`src/design/brbpf_pkg.sv`:
```
// Shared types and constants for the byte ring buffer packet framer.
// Used by brbpf_ctrl and by the top level; depends on nothing else.
`default_nettype none

package brbpf_pkg;

   // Default geometry
   localparam int DEPTH_DEFAULT        = 4096;
   localparam int HEADER_BYTES_DEFAULT = 4;

   // Field widths
   localparam int BYTE_W = 8;
   localparam int RUN_W  = 13;
   localparam int USED_W = 13;
   localparam int HLEN_W = 16;
   // Wide enough for a full fill level and for header bytes plus a 16-bit length
   localparam int FRAME_CMP_W = 18;

   // Stream packing
   localparam int REQ_TDATA_W = 24;
   localparam int RSP_TDATA_W = 48;

   // Request kinds
   localparam logic REQ_PUSH = 1'b0;
   localparam logic REQ_POP  = 1'b1;

   // One result item
   typedef struct packed {
      logic                  packet_complete;
      logic [HLEN_W-1:0]     header_length;
      logic                  is_full;
      logic                  ring_empty;
      logic [USED_W-1:0]     used_bytes;
      logic [BYTE_W-1:0]     pop_byte;
      logic                  accepted;
   } result_type;

endpackage

`default_nettype wire

```
`src/design/brbpf_ctrl.sv`:
```
// Ring pointers, fill count and the read sequencer around the byte memory.
// Depends on brbpf_pkg; drives the ports of one brbpf_ram instance.
`default_nettype none

module brbpf_ctrl #(
   parameter int DEPTH        = brbpf_pkg::DEPTH_DEFAULT,
   parameter int HEADER_BYTES = brbpf_pkg::HEADER_BYTES_DEFAULT,
   localparam int IDX_W = $clog2(DEPTH)
) (
   input  wire logic                          clock,
   input  wire logic                          reset,
   // request side
   input  wire logic                          req_valid,
   output logic                               req_ready,
   input  wire logic                          req_kind,
   input  wire logic [brbpf_pkg::BYTE_W-1:0]  req_byte,
   input  wire logic [brbpf_pkg::RUN_W-1:0]   req_run,
   // memory side
   output logic                               ram_we,
   output logic [IDX_W-1:0]                   ram_waddr,
   output logic [brbpf_pkg::BYTE_W-1:0]       ram_wdata,
   output logic                               ram_re,
   output logic [IDX_W-1:0]                   ram_raddr,
   input  wire logic [brbpf_pkg::BYTE_W-1:0]  ram_rdata,
   // result side
   output logic                               res_valid,
   input  wire logic                          res_ready,
   output brbpf_pkg::result_type              res
);

   localparam int CNT_W = $clog2(DEPTH + 1);
   localparam int CMP_W = (CNT_W > brbpf_pkg::RUN_W) ? CNT_W : brbpf_pkg::RUN_W;
   localparam int FC_W  = brbpf_pkg::FRAME_CMP_W;
   localparam logic [IDX_W:0]  DEPTH_X = (IDX_W + 1)'(DEPTH);
   localparam logic [CNT_W-1:0] DEPTH_C = CNT_W'(DEPTH);

   typedef enum logic [3:0] {
      ST_IDLE = 4'b0001,
      ST_HI   = 4'b0010,
      ST_LO   = 4'b0100,
      ST_FIN  = 4'b1000
   } state_type;

   state_type                     state_ff, state_in;
   logic [IDX_W-1:0]              rd_idx_ff, rd_idx_in;
   logic [IDX_W-1:0]              wr_idx_ff, wr_idx_in;
   logic [CNT_W-1:0]              free_ff, free_in;
   logic                          acc_ff, acc_in;
   logic                          popped_ff, popped_in;
   logic [brbpf_pkg::BYTE_W-1:0]  pop_byte_ff, pop_byte_in;
   logic [brbpf_pkg::BYTE_W-1:0]  hi_ff, hi_in;

   logic                          take;
   logic [brbpf_pkg::RUN_W-1:0]   run_eff;
   logic [CNT_W-1:0]              used;
   logic [CMP_W-1:0]              used_ext;
   logic                          push_ok, pop_ok, do_push, do_pop;
   logic [IDX_W:0]                sum1w, sum1r, sum2, sum3;
   logic [IDX_W-1:0]              wr_next, rd_next, front2, front3;
   logic                          has_hdr;
   logic [brbpf_pkg::HLEN_W-1:0]  hdr_len;

   // Admission: a run of zero counts as one
   assign take     = req_valid && (state_ff == ST_IDLE);
   assign run_eff  = (req_run == '0) ? brbpf_pkg::RUN_W'(1) : req_run;
   assign used     = DEPTH_C - free_ff;
   assign used_ext = CMP_W'(used);
   assign push_ok  = CMP_W'(free_ff) >= CMP_W'(run_eff);
   assign pop_ok   = used_ext >= CMP_W'(run_eff);
   assign do_push  = take && (req_kind == brbpf_pkg::REQ_PUSH) && push_ok;
   assign do_pop   = take && (req_kind == brbpf_pkg::REQ_POP) && pop_ok;

   // Ring arithmetic with wrap at DEPTH
   always_comb begin
      sum1w   = {1'b0, wr_idx_ff} + (IDX_W + 1)'(1);
      sum1r   = {1'b0, rd_idx_ff} + (IDX_W + 1)'(1);
      sum2    = {1'b0, rd_idx_ff} + (IDX_W + 1)'(2);
      sum3    = {1'b0, rd_idx_ff} + (IDX_W + 1)'(3);
      if (sum1w >= DEPTH_X) sum1w = sum1w - DEPTH_X;
      if (sum1r >= DEPTH_X) sum1r = sum1r - DEPTH_X;
      if (sum2 >= DEPTH_X)  sum2  = sum2 - DEPTH_X;
      if (sum3 >= DEPTH_X)  sum3  = sum3 - DEPTH_X;
      wr_next = sum1w[IDX_W-1:0];
      rd_next = sum1r[IDX_W-1:0];
      front2  = sum2[IDX_W-1:0];
      front3  = sum3[IDX_W-1:0];
   end

   // Memory ports: write on push, read the popped byte then the two length bytes
   assign ram_we    = do_push;
   assign ram_waddr = wr_idx_ff;
   assign ram_wdata = req_byte;
   always_comb begin
      ram_re    = 1'b0;
      ram_raddr = rd_idx_ff;
      unique case (state_ff)
         ST_IDLE: begin
            ram_re    = do_pop;
            ram_raddr = rd_idx_ff;
         end
         ST_HI: begin
            ram_re    = 1'b1;
            ram_raddr = front2;
         end
         ST_LO: begin
            ram_re    = 1'b1;
            ram_raddr = front3;
         end
         ST_FIN: begin
            ram_re    = 1'b0;
            ram_raddr = front3;
         end
         default: begin
            ram_re    = 1'b0;
            ram_raddr = rd_idx_ff;
         end
      endcase
   end

   // Sequencer and pointer updates
   always_comb begin
      state_in    = state_ff;
      rd_idx_in   = rd_idx_ff;
      wr_idx_in   = wr_idx_ff;
      free_in     = free_ff;
      acc_in      = acc_ff;
      popped_in   = popped_ff;
      pop_byte_in = pop_byte_ff;
      hi_in       = hi_ff;
      unique case (state_ff)
         ST_IDLE: begin
            if (take) begin
               acc_in    = do_push || do_pop;
               popped_in = do_pop;
               state_in  = ST_HI;
            end
            if (do_push) begin
               wr_idx_in = wr_next;
               free_in   = free_ff - CNT_W'(1);
            end
            if (do_pop) begin
               rd_idx_in = rd_next;
               free_in   = free_ff + CNT_W'(1);
            end
         end
         ST_HI: begin
            pop_byte_in = popped_ff ? ram_rdata : '0;
            state_in    = ST_LO;
         end
         ST_LO: begin
            hi_in    = ram_rdata;
            state_in = ST_FIN;
         end
         ST_FIN: begin
            if (res_ready) begin
               state_in = ST_IDLE;
            end
         end
         default: begin
            state_in = ST_IDLE;
         end
      endcase
   end

   always_ff @(posedge clock) begin
      if (reset) begin
         state_ff  <= ST_IDLE;
         rd_idx_ff <= '0;
         wr_idx_ff <= '0;
         free_ff   <= DEPTH_C;
         acc_ff    <= 1'b0;
         popped_ff <= 1'b0;
      end else begin
         state_ff  <= state_in;
         rd_idx_ff <= rd_idx_in;
         wr_idx_ff <= wr_idx_in;
         free_ff   <= free_in;
         acc_ff    <= acc_in;
         popped_ff <= popped_in;
      end
   end

   always_ff @(posedge clock) begin
      pop_byte_ff <= pop_byte_in;
      hi_ff       <= hi_in;
   end

   // Framing view of the front; length bytes arrive in ST_FIN as hi_ff and ram_rdata
   assign has_hdr = used_ext >= CMP_W'(4);
   assign hdr_len = has_hdr ? {hi_ff, ram_rdata} : '0;

   assign req_ready = (state_ff == ST_IDLE);
   assign res_valid = (state_ff == ST_FIN);

   always_comb begin
      res.accepted        = acc_ff;
      res.pop_byte        = pop_byte_ff;
      res.used_bytes      = used_ext[brbpf_pkg::USED_W-1:0];
      res.ring_empty      = (free_ff == DEPTH_C);
      res.is_full         = (free_ff == '0);
      res.header_length   = hdr_len;
      res.packet_complete = has_hdr &&
         (FC_W'(used) >= FC_W'(HEADER_BYTES) + FC_W'(hdr_len));
   end

   // Free count never exceeds the ring size
   a_free_bound: assert property (@(posedge clock) disable iff (reset)
      free_ff <= DEPTH_C)
      else $error("free count above depth");

   // Pointers stay inside the ring
   a_idx_bound: assert property (@(posedge clock) disable iff (reset)
      (IDX_W + 1)'(rd_idx_ff) < DEPTH_X && (IDX_W + 1)'(wr_idx_ff) < DEPTH_X)
      else $error("ring pointer out of range");

   // Empty or full ring means the pointers meet
   a_ptr_meet: assert property (@(posedge clock) disable iff (reset)
      (free_ff == '0 || free_ff == DEPTH_C) |-> wr_idx_ff == rd_idx_ff)
      else $error("pointers disagree with fill count");

   // An accepted push takes exactly one free entry
   a_push_count: assert property (@(posedge clock) disable iff (reset)
      do_push |=> free_ff == $past(free_ff) - CNT_W'(1))
      else $error("push did not consume one entry");

   // No item is taken while a result is in flight
   a_no_overlap: assert property (@(posedge clock) disable iff (reset)
      take |=> !req_ready ##1 !req_ready ##1 !req_ready)
      else $error("request taken mid-sequence");

endmodule

`default_nettype wire

```
`config.mk`:
```
export PLATFORM = sky130hd
export DESIGN_NAME = brbpf_ctrl
export DESIGN_NICKNAME = d
export VERILOG_FILES = /design/src/design/brbpf_pkg.sv /design/src/design/brbpf_ctrl.sv
export SDC_FILE = /design/constraint.sdc
export NUM_CORES = 1
export LEC_CHECK = 0
export BUFFER_PORTS_ARGS = -buffer_cell sky130_fd_sc_hd__buf_2
export CELL_PAD_IN_SITES_DETAIL_PLACEMENT = 1
export CELL_PAD_IN_SITES_GLOBAL_PLACEMENT = 1
export CORE_MARGIN = 4
export CORE_UTILIZATION = 44
export CTS_CLUSTER_DIAMETER = 200
export DETAILED_ROUTE_END_ITERATION = 6
export PLACE_DENSITY_LB_ADDON = 0.1
export SKIP_LAST_GASP = 1
export SYNTH_ARGS = -nofsm -noshare
export SYNTH_HDL_FRONTEND = slang
export SYNTH_SLANG_ARGS = --single-unit
```
`constraint.sdc`:
```
create_clock -name clock -period 11.32 [get_ports clock]
set_clock_uncertainty 0.2 [all_clocks]
set_input_delay 1.132 -clock clock [delete_from_list [all_inputs] [get_ports clock]]
set_output_delay 1.132 -clock clock [all_outputs]
set_load 0.01 [all_outputs]
```
; Word level (Yosys, flattened, before mapping)
; Index checks and enable logic that the tools add are counted.
[word_totals]
inputBits = 34
regBits = 59
wordCells = 66
out_inout_bits = 77
[op_classes]
n_lt_le_gt_ge = 8
eq_ne = 7
muxes = 13
n_bitwise = 1
reduce_logical = 17
n_addsub = 12
[op_table]
columns = cell, n
row1 = $ge A13 B13 Y1 const B, 4
row2 = $mux W12, 4
row3 = $sub A12 B1 Y12 const B, 4
row4 = $mux W13, 3
row5 = $add A12 B1 Y13 const B, 2
row6 = $add A12 B2 Y13 const B, 2
row7 = $ge A13 B13 Y1, 2
row8 = $logic_not A13 Y1, 2
row9 = $pmux W12 S2, 1
row10 = $add A3 B16 Y17 const A, 1
row11 = $ge A13 B17 Y1, 1
row12 = $mux W16, 1
row13 = $pmux W4 S4, 1
row14 = $add A13 B1 Y13 const B, 1
row15 = $eq A13 B13 Y1 const B, 1
row16 = $ge A13 B3 Y1 const B, 1
row17 = $sub A13 B1 Y13 const B, 1
row18 = $sub A13 B13 Y13 const A, 1
row19 = $reduce_and A2 Y1, 5
row20 = $mux W4, 2
row21 = $logic_and A1 B1 Y1, 6
row22 = $eq A4 B1 Y1 const B, 1
row23 = $eq A4 B2 Y1 const B, 1
row24 = $eq A4 B3 Y1 const B, 1
row25 = other kinds (7), 9

; Longest topological paths before layout
; Gate-level depths: netlist (run 1).
[logic_depth]
word_depth = 6
mapped_depth = 21

; Least setup slack after synthesis (run 1)
; Ideal clock, no wire load.
[synth_timing]
kind = reg-to-output
startpoint = register free_ff[0]
endpoint = output res[40] (netlist name)
t_arrival_ns = 4.168
stages_incl_launch_ff = 21
setup_slack_ns = 5.820
path_cell_list = dfxtp_1 -> inv_1 -> ha_1 -> nor2b_1 -> xnor2_1 -> nor3_1 -> a31oi_1 -> or3_1 -> nor4_4 -> buf_2 -> nor2b_1 -> ha_1 -> and3_1 -> and3_1 -> nand3_1 -> xnor2_1 -> nand2b_1 -> ha_1 -> and4_1 -> o221ai_1 -> a31oi_1
[synth_lines]
columns = element, line
row1 = from (decl), brbpf_ctrl.sv:47  ; logic [CNT_W-1:0] free_ff, free_in;
row2 = from (signal assigned), brbpf_ctrl.sv:177  ; free_ff <= free_in;
row3 = to (decl), brbpf_ctrl.sv:28  ; output brbpf_pkg::result_type res

==> results.toml, run 1 <==
[setup_path]
cp_slowest_cell = "nor4_4"
startpoint_type = "flop"
slowest_delay_ns = 0.98
crit_chain = "inv_1 > ha_1 > nor2b_1 > xnor2_1 > nor3_1 > a31oi_1 > or3_1 > nor4_4 > nor2b_1 > ha_1 > and3_1 > and3_1 > nand3_1 > xnor2_1 > nand2b_1 > ha_1 > a21o_1 > a21o_1 > a21oi_1 > a31oi_1 > buf_2"
r2r_slack_ns = 5.17
criticalPathCategory = "flop to output port"
critPathBufInv = 2
crit_required_ns = 9.99
cp.arrival_ns = 5.78
critPathTopFamily = "simple AND/OR/NAND/NOR gates"
end_kind = "output port"
cp_common_cell = "ha_1"
worstPathMaxFanout = 25

[routing]
via_count = 4227
totalWireLength_mm = 13.48
antenna_left = 0
routed_via_density = 5.447
drtIter0Drc = 162
drc_errors = 0
drt-pass1-iter-count = 4
avgRoutedWirePerCell_um = 17.37

[final_layout]
final_layout_size_suffix_gt1_frac = 0.1953
fillCellCount = 1323
antennaDiodeCount = 0
syn_to_final_growth_pct = 14.69
fin_nets = 725
finish.utilization = 0.5228

[timing]
setup_viol = 0
hold_viol_final = 0
max_freq_mhz = 140.7
rsz0062_at_grt = "no"
drv_slew = 0
slew_headroom = 0.1972
setup-tns-final_ns = 0
fin_crit_sh = 0.6280
period_needed_ns = 7.109
worstMarginPinSlew_ns = 1.195

[clock_tree]
cts.path.max_buffers = 2
numCtsBuffers = 9
clock_sinks = 59
hold_buffers = 0
cts_tree = "yes"
cts_root_buffer = "clkbuf_8"
clkTransAtPathRegs_ns = 0.07
postCtsSetupRepairBufs = 0
htree_levels = 3
clk_latency_ns = 0.34
ctsResizeCount = 0

[min_path]
worst_hold_path_type = "flop to flop"

[global_routing]
track_usage = 0.2183
grt_first_pass_wirelength_mm = 22.39
antenna_found_initial = 0
grt_pass1_vias = 4424
overflow = 0
grt_max_degree = 45

[floorplanning]
start_util = 0.4559
die_area_mm2 = 0.01257
die_w_um = 112.1
ios = 111
die_y_um = 112.1
rows = 37
core_area_mm2 = 0.01046

[logic_synthesis]
avgSynthCellArea_um2 = 8.563
syn_area_mm2 = 0.004770
synth-edff-count = 16
ys_types = 58
ys_top_cells_by_area = "dfxtp_1 18%, ha_1 14%, edfxtp_1 10%"
yosysWarnings = 0
ys_ff_latch = 59
synth_nets = 647
synth_seq_area_share = 0.2812
ys.flop_type = "dfxtp_1"
synth_top_area_frac = 0.1805
synth_top_area_cell = "dfxtp_1"
synthCells = 557
async_flop_share = 0

[place]
dpl.hpwl_mm = 10.59
placement.io_buffers = 94
gp_congestion = 0.8656

[pwr]
leakagePower_nw = 2.535
vdd_drop_max_mv = 0.1106
power-per-cell-area_mw_per_mm2 = 219.2

[job]
cap_violations = 0

[run_status]
outcome = "finished clean"
metal layers:
metal  vias to the layer above  part of all wire  routed length, um  global-route usage
met5                         -                 0                  0                   0
met4                         0             0.014                191             0.05849
met3                        15             0.035                472             0.04097
met2                        83              0.49               6556              0.3814
met1                      2030              0.46               6256              0.2757
li1                       2099                 -                  -                   -
where the power goes:
part | internal, mW | switching (mW)
Combinational | 0.313 | 0.413
Clock | 0.115 | 0.0892
Sequential | 0.235 | 0.0335
through the flow:
stage          setup slack [ns]  power (mW)  hold WS, ns  cells  cell area, um^2
2_1_floorplan             5.820      0.8038       0.2367    557             4770
3_3_place_gp              4.816      0.9640       0.2389    760             5265
3_5_place_dp              4.616      0.9936       0.2480    760             5265
4_1_cts                   4.216       1.206       0.2603    776             5470
5_1_grt                   3.673       1.304       0.2741    776             5470
6_report                  4.211       1.199       0.2570    776             5470
worst reg2reg max path, cell delays in order, from the launching register on:
cell and delay, ns:
dfxtp_1 0.45, or4_1 0.61, nor3_1 0.16, nand2_1 0.13, xor2_1 0.37, ha_1 0.25
o2111ai_1 0.17, a2111oi_0 0.52, o32ai_1 0.20, nand2_1 0.47, inv_1 0.39, ha_1 0.44
nor2b_1 0.15, o21a_1 0.17, o21ai_0 0.23, a21oi_1 0.14, a221oi_1 0.41, o21ai_0 0.19
mux2i_1 0.23, mux2i_1 0.20
cell usage in the layout, fill, tap and decap left out, types with 3 or more instances in the layout:
master,instances
a2111oi_0,3
a211oi_1,4
a21o_1,7
a21oi_1,29
a31oi_1,6
and2_1,10
and3_1,12
and4_1,3
buf_2,94
clkbuf_8,9
dfxtp_1,43
edfxtp_1,16
ha_1,55
inv_1,28
mux2i_1,12
nand2_1,34
nand2b_1,16
nand3_1,22
nand4_1,8
nor2_1,58
nor2b_1,21
nor3_1,11
nor3b_1,3
nor4_1,4
o21a_1,4
o21ai_0,15
or2_2,3
or3_1,3
or4_1,3
xnor2_1,37
xor2_1,27
logic make-up (layout without fill, tap and decap cells):
| group | count (synthesis) | count (layout) | share of synthesized area |
|---|---|---|---|
| multiplexers | 12 | 12 | 0.02518 |
| AND/OR/NAND/NOR | 222 | 222 | 0.2497 |
| flip-flops | 59 | 59 | 0.2812 |
| adder cells (fa/ha/maj) | 56 | 56 | 0.1485 |
| buffers and inverters | 57 | 140 | 0.05693 |
| AO/OA/AOI/OAI | 86 | 86 | 0.1152 |
| XOR/XNOR | 65 | 65 | 0.1233 |
state kept, by name (all words and copies together), names as in the netlist:
signal / count
ram_waddr: 12
state_ff: 4
hi_ff: 8
popped_ff: 1
free_ff: 13
pop_byte_ff: 8
rd_idx_ff: 12
acc_ff: 1
cell usage after synthesis (3+ instances only):
| cell | number |
|---|---|
| nor2_1 | 58 |
| ha_1 | 55 |
| dfxtp_1 | 43 |
| xnor2_1 | 37 |
| nand2_1 | 34 |
| a21oi_1 | 29 |
| inv_1 | 28 |
| xor2_1 | 27 |
| nand3_1 | 22 |
| nor2b_1 | 21 |
| edfxtp_1 | 16 |
| nand2b_1 | 16 |
| o21ai_0 | 15 |
| and3_1 | 12 |
| mux2i_1 | 12 |
| buf_4 | 11 |
| nor3_1 | 11 |
| and2_1 | 10 |
| clkbuf_1 | 10 |
| nand4_1 | 8 |
| a21o_1 | 7 |
| buf_2 | 7 |
| a31oi_1 | 6 |
| a2111oi_0 | 4 |
| a211oi_1 | 4 |
| nor4_1 | 4 |
| o21a_1 | 4 |
| and4_1 | 3 |
| nor3b_1 | 3 |
| or2_2 | 3 |
| or3_1 | 3 |
| or4_1 | 3 |
layout make-up:
class,instances,area [um^2],area share
clock buffers,12,156.4,0.02859
clock inverters,4,48.80,0.008920
inverters,28,105.1,0.01921
multi-input cells,441,3163,0.5782
flip-flops and latches,59,1341,0.2452
well taps,136,170.2,0.03111
repair buffers,96,485.5,0.08875
final timing paths:
path,start,endpoint,depth (start not counted)
setup reg to reg,free_ff[3],free_ff[12],19
hold reg to reg,acc_ff,acc_ff,2
hold / removal,acc_ff,acc_ff,2
setup / recovery,free_ff[0],res[40],21
No activity file was read; power rests on OpenSTA's default activity.
==> run 2: changes to the inputs <==
--- a/config.mk
+++ b/config.mk
@@ -5,11 +5,12 @@
 export SDC_FILE = /design/constraint.sdc
 export NUM_CORES = 1
 export LEC_CHECK = 0
+export ABC_AREA = 1
 export BUFFER_PORTS_ARGS = -buffer_cell sky130_fd_sc_hd__buf_2
 export CELL_PAD_IN_SITES_DETAIL_PLACEMENT = 1
 export CELL_PAD_IN_SITES_GLOBAL_PLACEMENT = 1
 export CORE_MARGIN = 4
-export CORE_UTILIZATION = 44
+export CORE_UTILIZATION = 40
 export CTS_CLUSTER_DIAMETER = 200
 export DETAILED_ROUTE_END_ITERATION = 6
 export PLACE_DENSITY_LB_ADDON = 0.1
==> constraint.sdc (replaced) <==
create_clock -name clock -period 7 [get_ports clock]
set_clock_uncertainty 0.2 [all_clocks]
set_input_delay 0.7 -clock clock [delete_from_list [all_inputs] [get_ports clock]]
set_output_delay 0.7 -clock clock [all_outputs]
set_load 0.01 [all_outputs]
==> run 2 against run 1 <==
  * Clock-buffer cell count decreased by 3
  * Critical endpoint unchanged
  * Sequential share of layout area down 2.3 points
  * Largest power group unchanged
  * Highest routed layer unchanged
  * Utilization shrank 4.6 points
  * Largest cell class unchanged
==> results.toml, run 2 <==
[global_routing]
overflow = 0
grt_pass1_vias = 5485
track_usage = 0.2197
antenna_found_initial = 0
grt_max_degree = 29
grt_first_pass_wirelength_mm = 26.14

[floorplanning]
core_area_mm2 = 0.01267
ios = 111
rows = 41
die_w_um = 121.8
die_area_mm2 = 0.01485
die_y_um = 121.8
start_util = 0.4091

[clock_tree]
clk_latency_ns = 0.34
cts_root_buffer = "clkbuf_16"
numCtsBuffers = 9
clock_sinks = 59
hold_buffers = 0
htree_levels = 3
ctsResizeCount = 0
postCtsSetupRepairBufs = 0
clkTransAtPathRegs_ns = 0.06
cts.path.max_buffers = 2
cts_tree = "yes"

[setup_path]
crit_required_ns = 6.10
criticalPathCategory = "flop to output port"
critPathBufInv = 5
critPathTopFamily = "simple AND/OR/NAND/NOR gates"
worstPathMaxFanout = 17
cp_common_cell = "nor2_1"
cp.arrival_ns = 4.82
startpoint_type = "flop"
end_kind = "output port"
cp_slowest_cell = "nor4b_1"
r2r_slack_ns = 2.02
slowest_delay_ns = 0.38

[timing]
setup-tns-final_ns = 0
slew_headroom = 0.4481
worstMarginPinSlew_ns = 0.8228
period_needed_ns = 5.722
rsz0062_at_grt = "no"
hold_viol_final = 0
max_freq_mhz = 174.8
fin_crit_sh = 0.8175
setup_viol = 0
drv_slew = 0

[pwr]
leakagePower_nw = 2.856
p_int_mw = 1.168
pwr-share-comb = 0.606
clockPowerShare = 0.197
seq_power_share = 0.197
vdd_drop_max_mv = 0.1503
power-per-cell-area_mw_per_mm2 = 377.4
switching_share = 0.4880
switching_power_mw = 1.113

[place]
dpl.hpwl_mm = 13.02
placement.io_buffers = 94
place_inst = 972
gp_congestion = 0.9135

[final_layout]
fillCellCount = 1715
final_common_cell = "nand2_1"
antennaDiodeCount = 0
fin_nets = 901
top_register = "free_ff"
final_layout_size_suffix_gt1_frac = 0.2010
syn_to_final_growth_pct = 16.58
most-common-layout-cells = "114 x nand2_1, 104 x inv_1, 94 x buf_2"
instances_no_fill = 988
largest_reg_flops = 13

[logic_synthesis]
synth_nets = 817
syn_area_mm2 = 0.005184
async_flop_share = 0
synth_top_area_cell = "dfxtp_1"
synth-edff-count = 16
synth_most_common_cell = "nand2_1"
avgSynthCellArea_um2 = 7.130
synth_seq_area_share = 0.2587
synth_common_cells = "114 x nand2_1, 104 x inv_1, 73 x nor2_1"
ys_top_cells_by_area = "dfxtp_1 17%, ha_1 13%, edfxtp_1 9.3%"
ys_types = 58
synth_top_area_frac = 0.1661
ys_ff_latch = 59
synthCells = 727
yosysWarnings = 0
ys.flop_type = "dfxtp_1"

[routing]
antenna_left = 0
routed_via_density = 5.357
drc_errors = 0
totalWireLength_mm = 16.15
via_count = 5293
drtIter0Drc = 297
avgRoutedWirePerCell_um = 16.34
drt-pass1-iter-count = 4

[job]
cap_violations = 0

[run_status]
outcome = "finished clean"

[min_path]
worst_hold_path_type = "flop to flop"
==> run 2: logic make-up (layout without fill, tap and decap cells) <==
family / Yosys count / in the layout / share of synthesized area
xor gates and xnor gates: 23 / 23 / 0.04031
AOI/OAI and AO/OA: 148 / 148 / 0.1627
adders and majority gates: 56 / 56 / 0.1366
and+or+nand+nor: 303 / 303 / 0.2913
buffers and inverters: 138 / 227 / 0.1103
DFF: 59 / 59 / 0.2588
==> run 2: power groups by stage <==
stage | Sequential [mW] | Combinational (mW) | Clock (mW)
floorplan | 0.433 | 1.01 | 0
global placement | 0.453 | 1.32 | 0
detailed placement | 0.456 | 1.37 | 0
CTS | 0.449 | 1.39 | 0.458
global route | 0.457 | 1.55 | 0.474
finish | 0.450 | 1.38 | 0.450
==> run 2: metal layers <==
layer  vias to the layer above  part of all wire  global-route usage
met5                         -                 0                   0
met3                        33             0.038             0.04503
met2                       117              0.48              0.3860
met4                         0             0.022             0.07143
li1                       2601                 -                   -
met1                      2542              0.46              0.2685
==> run 2: final cells by class <==
class                   count  area (um^2)  area share
multi-input cells         530         3271      0.5412
flip-flops and latches     59         1341      0.2219
repair buffers             94        470.5     0.07785
inverters                 117        444.2     0.07350
clock buffers               9        225.2     0.03727
well taps                 172        215.2     0.03561
clock inverters             7        76.32     0.01263
==> run 2: worst min-delay path, delay by kind of cell (launching register included) <==
kind / cells / cell delay [ns]
DFF: 1 / 0.31
buffers and inverters: 1 / 0.08
AOI/OAI and AO/OA: 1 / 0.06
==> run 2: path summary, 6_finish.rpt <==
kind / startpoint / endpoint / depth (start not counted)
max reg2reg: free_ff[0] / free_ff[10] / 27
min reg2reg: ram_waddr[10] / ram_waddr[10] / 2
min: ram_waddr[10] / ram_waddr[10] / 2
max: free_ff[0] / res[40] / 28
==> run 2: through the flow <==
| stage | power [mW] | setup slack, ns | cell area, um^2 | hold WS (ns) | util |
|---|---|---|---|---|---|
| finish | 2.281 | 1.278 | 6043 | 0.2973 | 0.4769 |
| global route | 2.485 | 1.036 | 6043 | 0.3384 | 0.4769 |
| CTS | 2.292 | 1.341 | 6043 | 0.3051 | 0.4769 |
| detailed placement | 1.827 | 1.722 | 5742 | 0.2881 | 0.4531 |
| global placement | 1.772 | 1.805 | 5742 | 0.2787 | 0.4531 |
| floorplan | 1.446 | 2.329 | 5184 | 0.2572 | - |
==> run 3: changes to the inputs <==
--- a/config.mk
+++ b/config.mk
@@ -5,12 +5,12 @@
 export SDC_FILE = /design/constraint.sdc
 export NUM_CORES = 1
 export LEC_CHECK = 0
-export ABC_AREA = 1
+export ABC_AREA = 0
 export BUFFER_PORTS_ARGS = -buffer_cell sky130_fd_sc_hd__buf_2
 export CELL_PAD_IN_SITES_DETAIL_PLACEMENT = 1
 export CELL_PAD_IN_SITES_GLOBAL_PLACEMENT = 1
 export CORE_MARGIN = 4
-export CORE_UTILIZATION = 40
+export CORE_UTILIZATION = 41
 export CTS_CLUSTER_DIAMETER = 200
 export DETAILED_ROUTE_END_ITERATION = 6
 export PLACE_DENSITY_LB_ADDON = 0.1
==> constraint.sdc (replaced) <==
create_clock -name clock -period 5.7 [get_ports clock]
set_clock_uncertainty 0.2 [all_clocks]
set_input_delay 0.57 -clock clock [delete_from_list [all_inputs] [get_ports clock]]
set_output_delay 0.57 -clock clock [all_outputs]
set_load 0.01 [all_outputs]
==> run 3 against run 2 <==
  * Combinational power is 9% higher
  * Highest routed layer unchanged
  * Total power increased by 14%
  * Clock power rose by 24%
==> results.toml, run 3 (same netlist as run 1, synthesis figures left out) <==
[place]
place_inst = 776
placed_cell_area_mm2 = 0.005341
dp_worst_setup_slack_ns = 0.1885
gp_congestion = 0.8464
placement.io_buffers = 94
dpl.hpwl_mm = 10.79

[final_layout]
top_register = "free_ff"
most-common-layout-cells = "94 x buf_2, 58 x nor2_1, 55 x ha_1"
syn_to_final_growth_pct = 19.41
final_layout_size_suffix_gt1_frac = 0.2181
fin_nets = 736
fillCellCount = 1405
final_common_cell = "buf_2"
stdcell_area_mm2 = 0.005695
antennaDiodeCount = 0
instances_no_fill = 794
largest_reg_flops = 13

[clock_tree]
cts_tree = "yes"
clock_sinks = 59
clkTransAtPathRegs_ns = 0.05
cts.path.max_buffers = 2
clk_latency_ns = 0.34
numCtsBuffers = 9
cts_root_buffer = "clkbuf_16"
hold_buffers = 0
htree_levels = 3

[setup_path]
end_kind = "output port"
crit_required_ns = 4.93
cp.arrival_ns = 4.59
worstPathMaxFanout = 7
slowest_delay_ns = 0.56
crit_chain = "buf_4 > nor4_4 > nand2_2 > or4_4 > xnor2_4 > nor4_4 > buf_4 > nor2b_2 > ha_1 > and3_1 > and3_1 > nand3_1 > xnor2_1 > nand2b_1 > ha_1 > a21o_1 > a21o_1 > a21oi_1 > a31oi_1 > buf_2"
crit_path_end = "res[40]"
criticalPathCategory = "flop to output port"
critPathBufInv = 3
r2r_cells = 20
crit_start = "free_ff[6]"
cp.depth = 20
cp_slowest_cell = "or4_4"
r2r-end = "free_ff[12]"
r2r_slack_ns = 0.47
r2r-start = "free_ff[0]"
startpoint_type = "flop"
critPathTopFamily = "simple AND/OR/NAND/NOR gates"

[floorplanning]
start_util = 0.4177
rows = 39
die_area_mm2 = 0.01342
ios = 111
die_w_um = 115.9
die_y_um = 115.9
core_area_mm2 = 0.01142

[timing]
fin_crit_sh = 0.9397
setup_viol = 0
hold_viol_final = 0
slew_headroom = 0.2169
max_freq_mhz = 186.7
rsz0062_at_grt = "yes"
drv_slew = 0
worstMarginPinSlew_ns = 1.145
final.setup.worst_slack_ns = 0.3438
period_needed_ns = 5.356

[pwr]
vdd_drop_max_mv = 0.1683
switching_share = 0.4241
p_int_mw = 1.491
clockPowerShare = 0.216
seq_power_share = 0.200
leakagePower_nw = 2.656
power_mw = 2.589
pwr-share-comb = 0.584
power-per-cell-area_mw_per_mm2 = 454.6
switching_power_mw = 1.098

[routing]
drt-pass1-iter-count = 4
avgRoutedWirePerCell_um = 17.47
antenna_left = 0
drtIter0Drc = 138
drc_errors = 0
routed_via_density = 5.421
totalWireLength_mm = 13.87
via_count = 4304

[run_status]
outcome = "finished clean"

[global_routing]
grt_pass1_vias = 4459
grt_first_pass_wirelength_mm = 22.36
antenna_found_initial = 0
track_usage = 0.2116
overflow = 0
grt_max_degree = 45

[job]
cap_violations = 0

[min_path]
worst_hold_path_type = "flop to flop"
[run 3: changes by cell type in the layout (fill, tap and decap cells not counted), sizes merged, moves of 13 or more]
cell | before | now
nand3 | 43 | 22
nand2b | 0 | 16
a21oi | 69 | 31
inv | 114 | 28
nor2b | 0 | 21
nor2 | 89 | 58
xnor2 | 6 | 38
buf | 94 | 107
o21ai | 50 | 15
nand2 | 128 | 35
[run 3: metrics by stage]
stage | hold WS, ns | utilization | setup TNS, ns
after detailed placement | 0.2467 | 0.4678 | 0
after floorplan | 0.2367 | - | 0
final | 0.2530 | 0.4988 | 0
after global placement | 0.2419 | 0.4678 | 0
after CTS | 0.2540 | 0.4954 | 0
after global routing | 0.2714 | 0.4988 | -0.03456
[run 3: layout make-up]
cell class	instances	area, um^2	area share
clock buffer	16	312.8	0.05492
inverter	28	105.1	0.01845
multi-input combinational	441	3187	0.5595
sequential	59	1344	0.2359
tap	143	178.9	0.03141
timing repair buffer	107	568.0	0.09974
[run 3: power groups by stage]
stage	combinational, mW	sequential (mW)	clock (mW)
global route	1.69	0.523	0.597
CTS	1.51	0.514	0.571
floorplan	1.09	0.507	0
global placement	1.45	0.520	0
detailed placement	1.49	0.522	0
finish	1.51	0.517	0.560
[run 3: timing repair]
action | CTS | global route
setup buffers | 0 | 2
endpoints found under the setup margin | 1 | 2
pin swaps | 0 | 2
endpoints found under the hold margin | 0 | 0
gates resized for setup | 1 | 8
[run 3: per-layer routing]
| layer | vias up | global-route usage | wire length, um |
|---|---|---|---|
| met1 | 2076 | 0.2718 | 6276 |
| met5 | - | 0 | 0 |
| met4 | 0 | 0.08275 | 334 |
| met2 | 82 | 0.3510 | 6604 |
| li1 | 2123 | - | - |
| met3 | 23 | 0.04021 | 652 |
[run 3: tightest hold or removal path: stages, from the launching register on]
cell and delay [ns]:
dfxtp_1 0.30, nand2_1 0.05, a21oi_1 0.06
[run 3: how the worst min path moves through the flow]
stage	from	to	slack [ns]	depth (start not counted)
6_report	acc_ff	acc_ff	0.25	2
5_1_grt	acc_ff	acc_ff	0.27	2
4_1_cts	acc_ff	acc_ff	0.25	2
3_5_place_dp	acc_ff	acc_ff	0.25	2
3_3_place_gp	acc_ff	acc_ff	0.24	2
2_1_floorplan	acc_ff	acc_ff	0.24	2
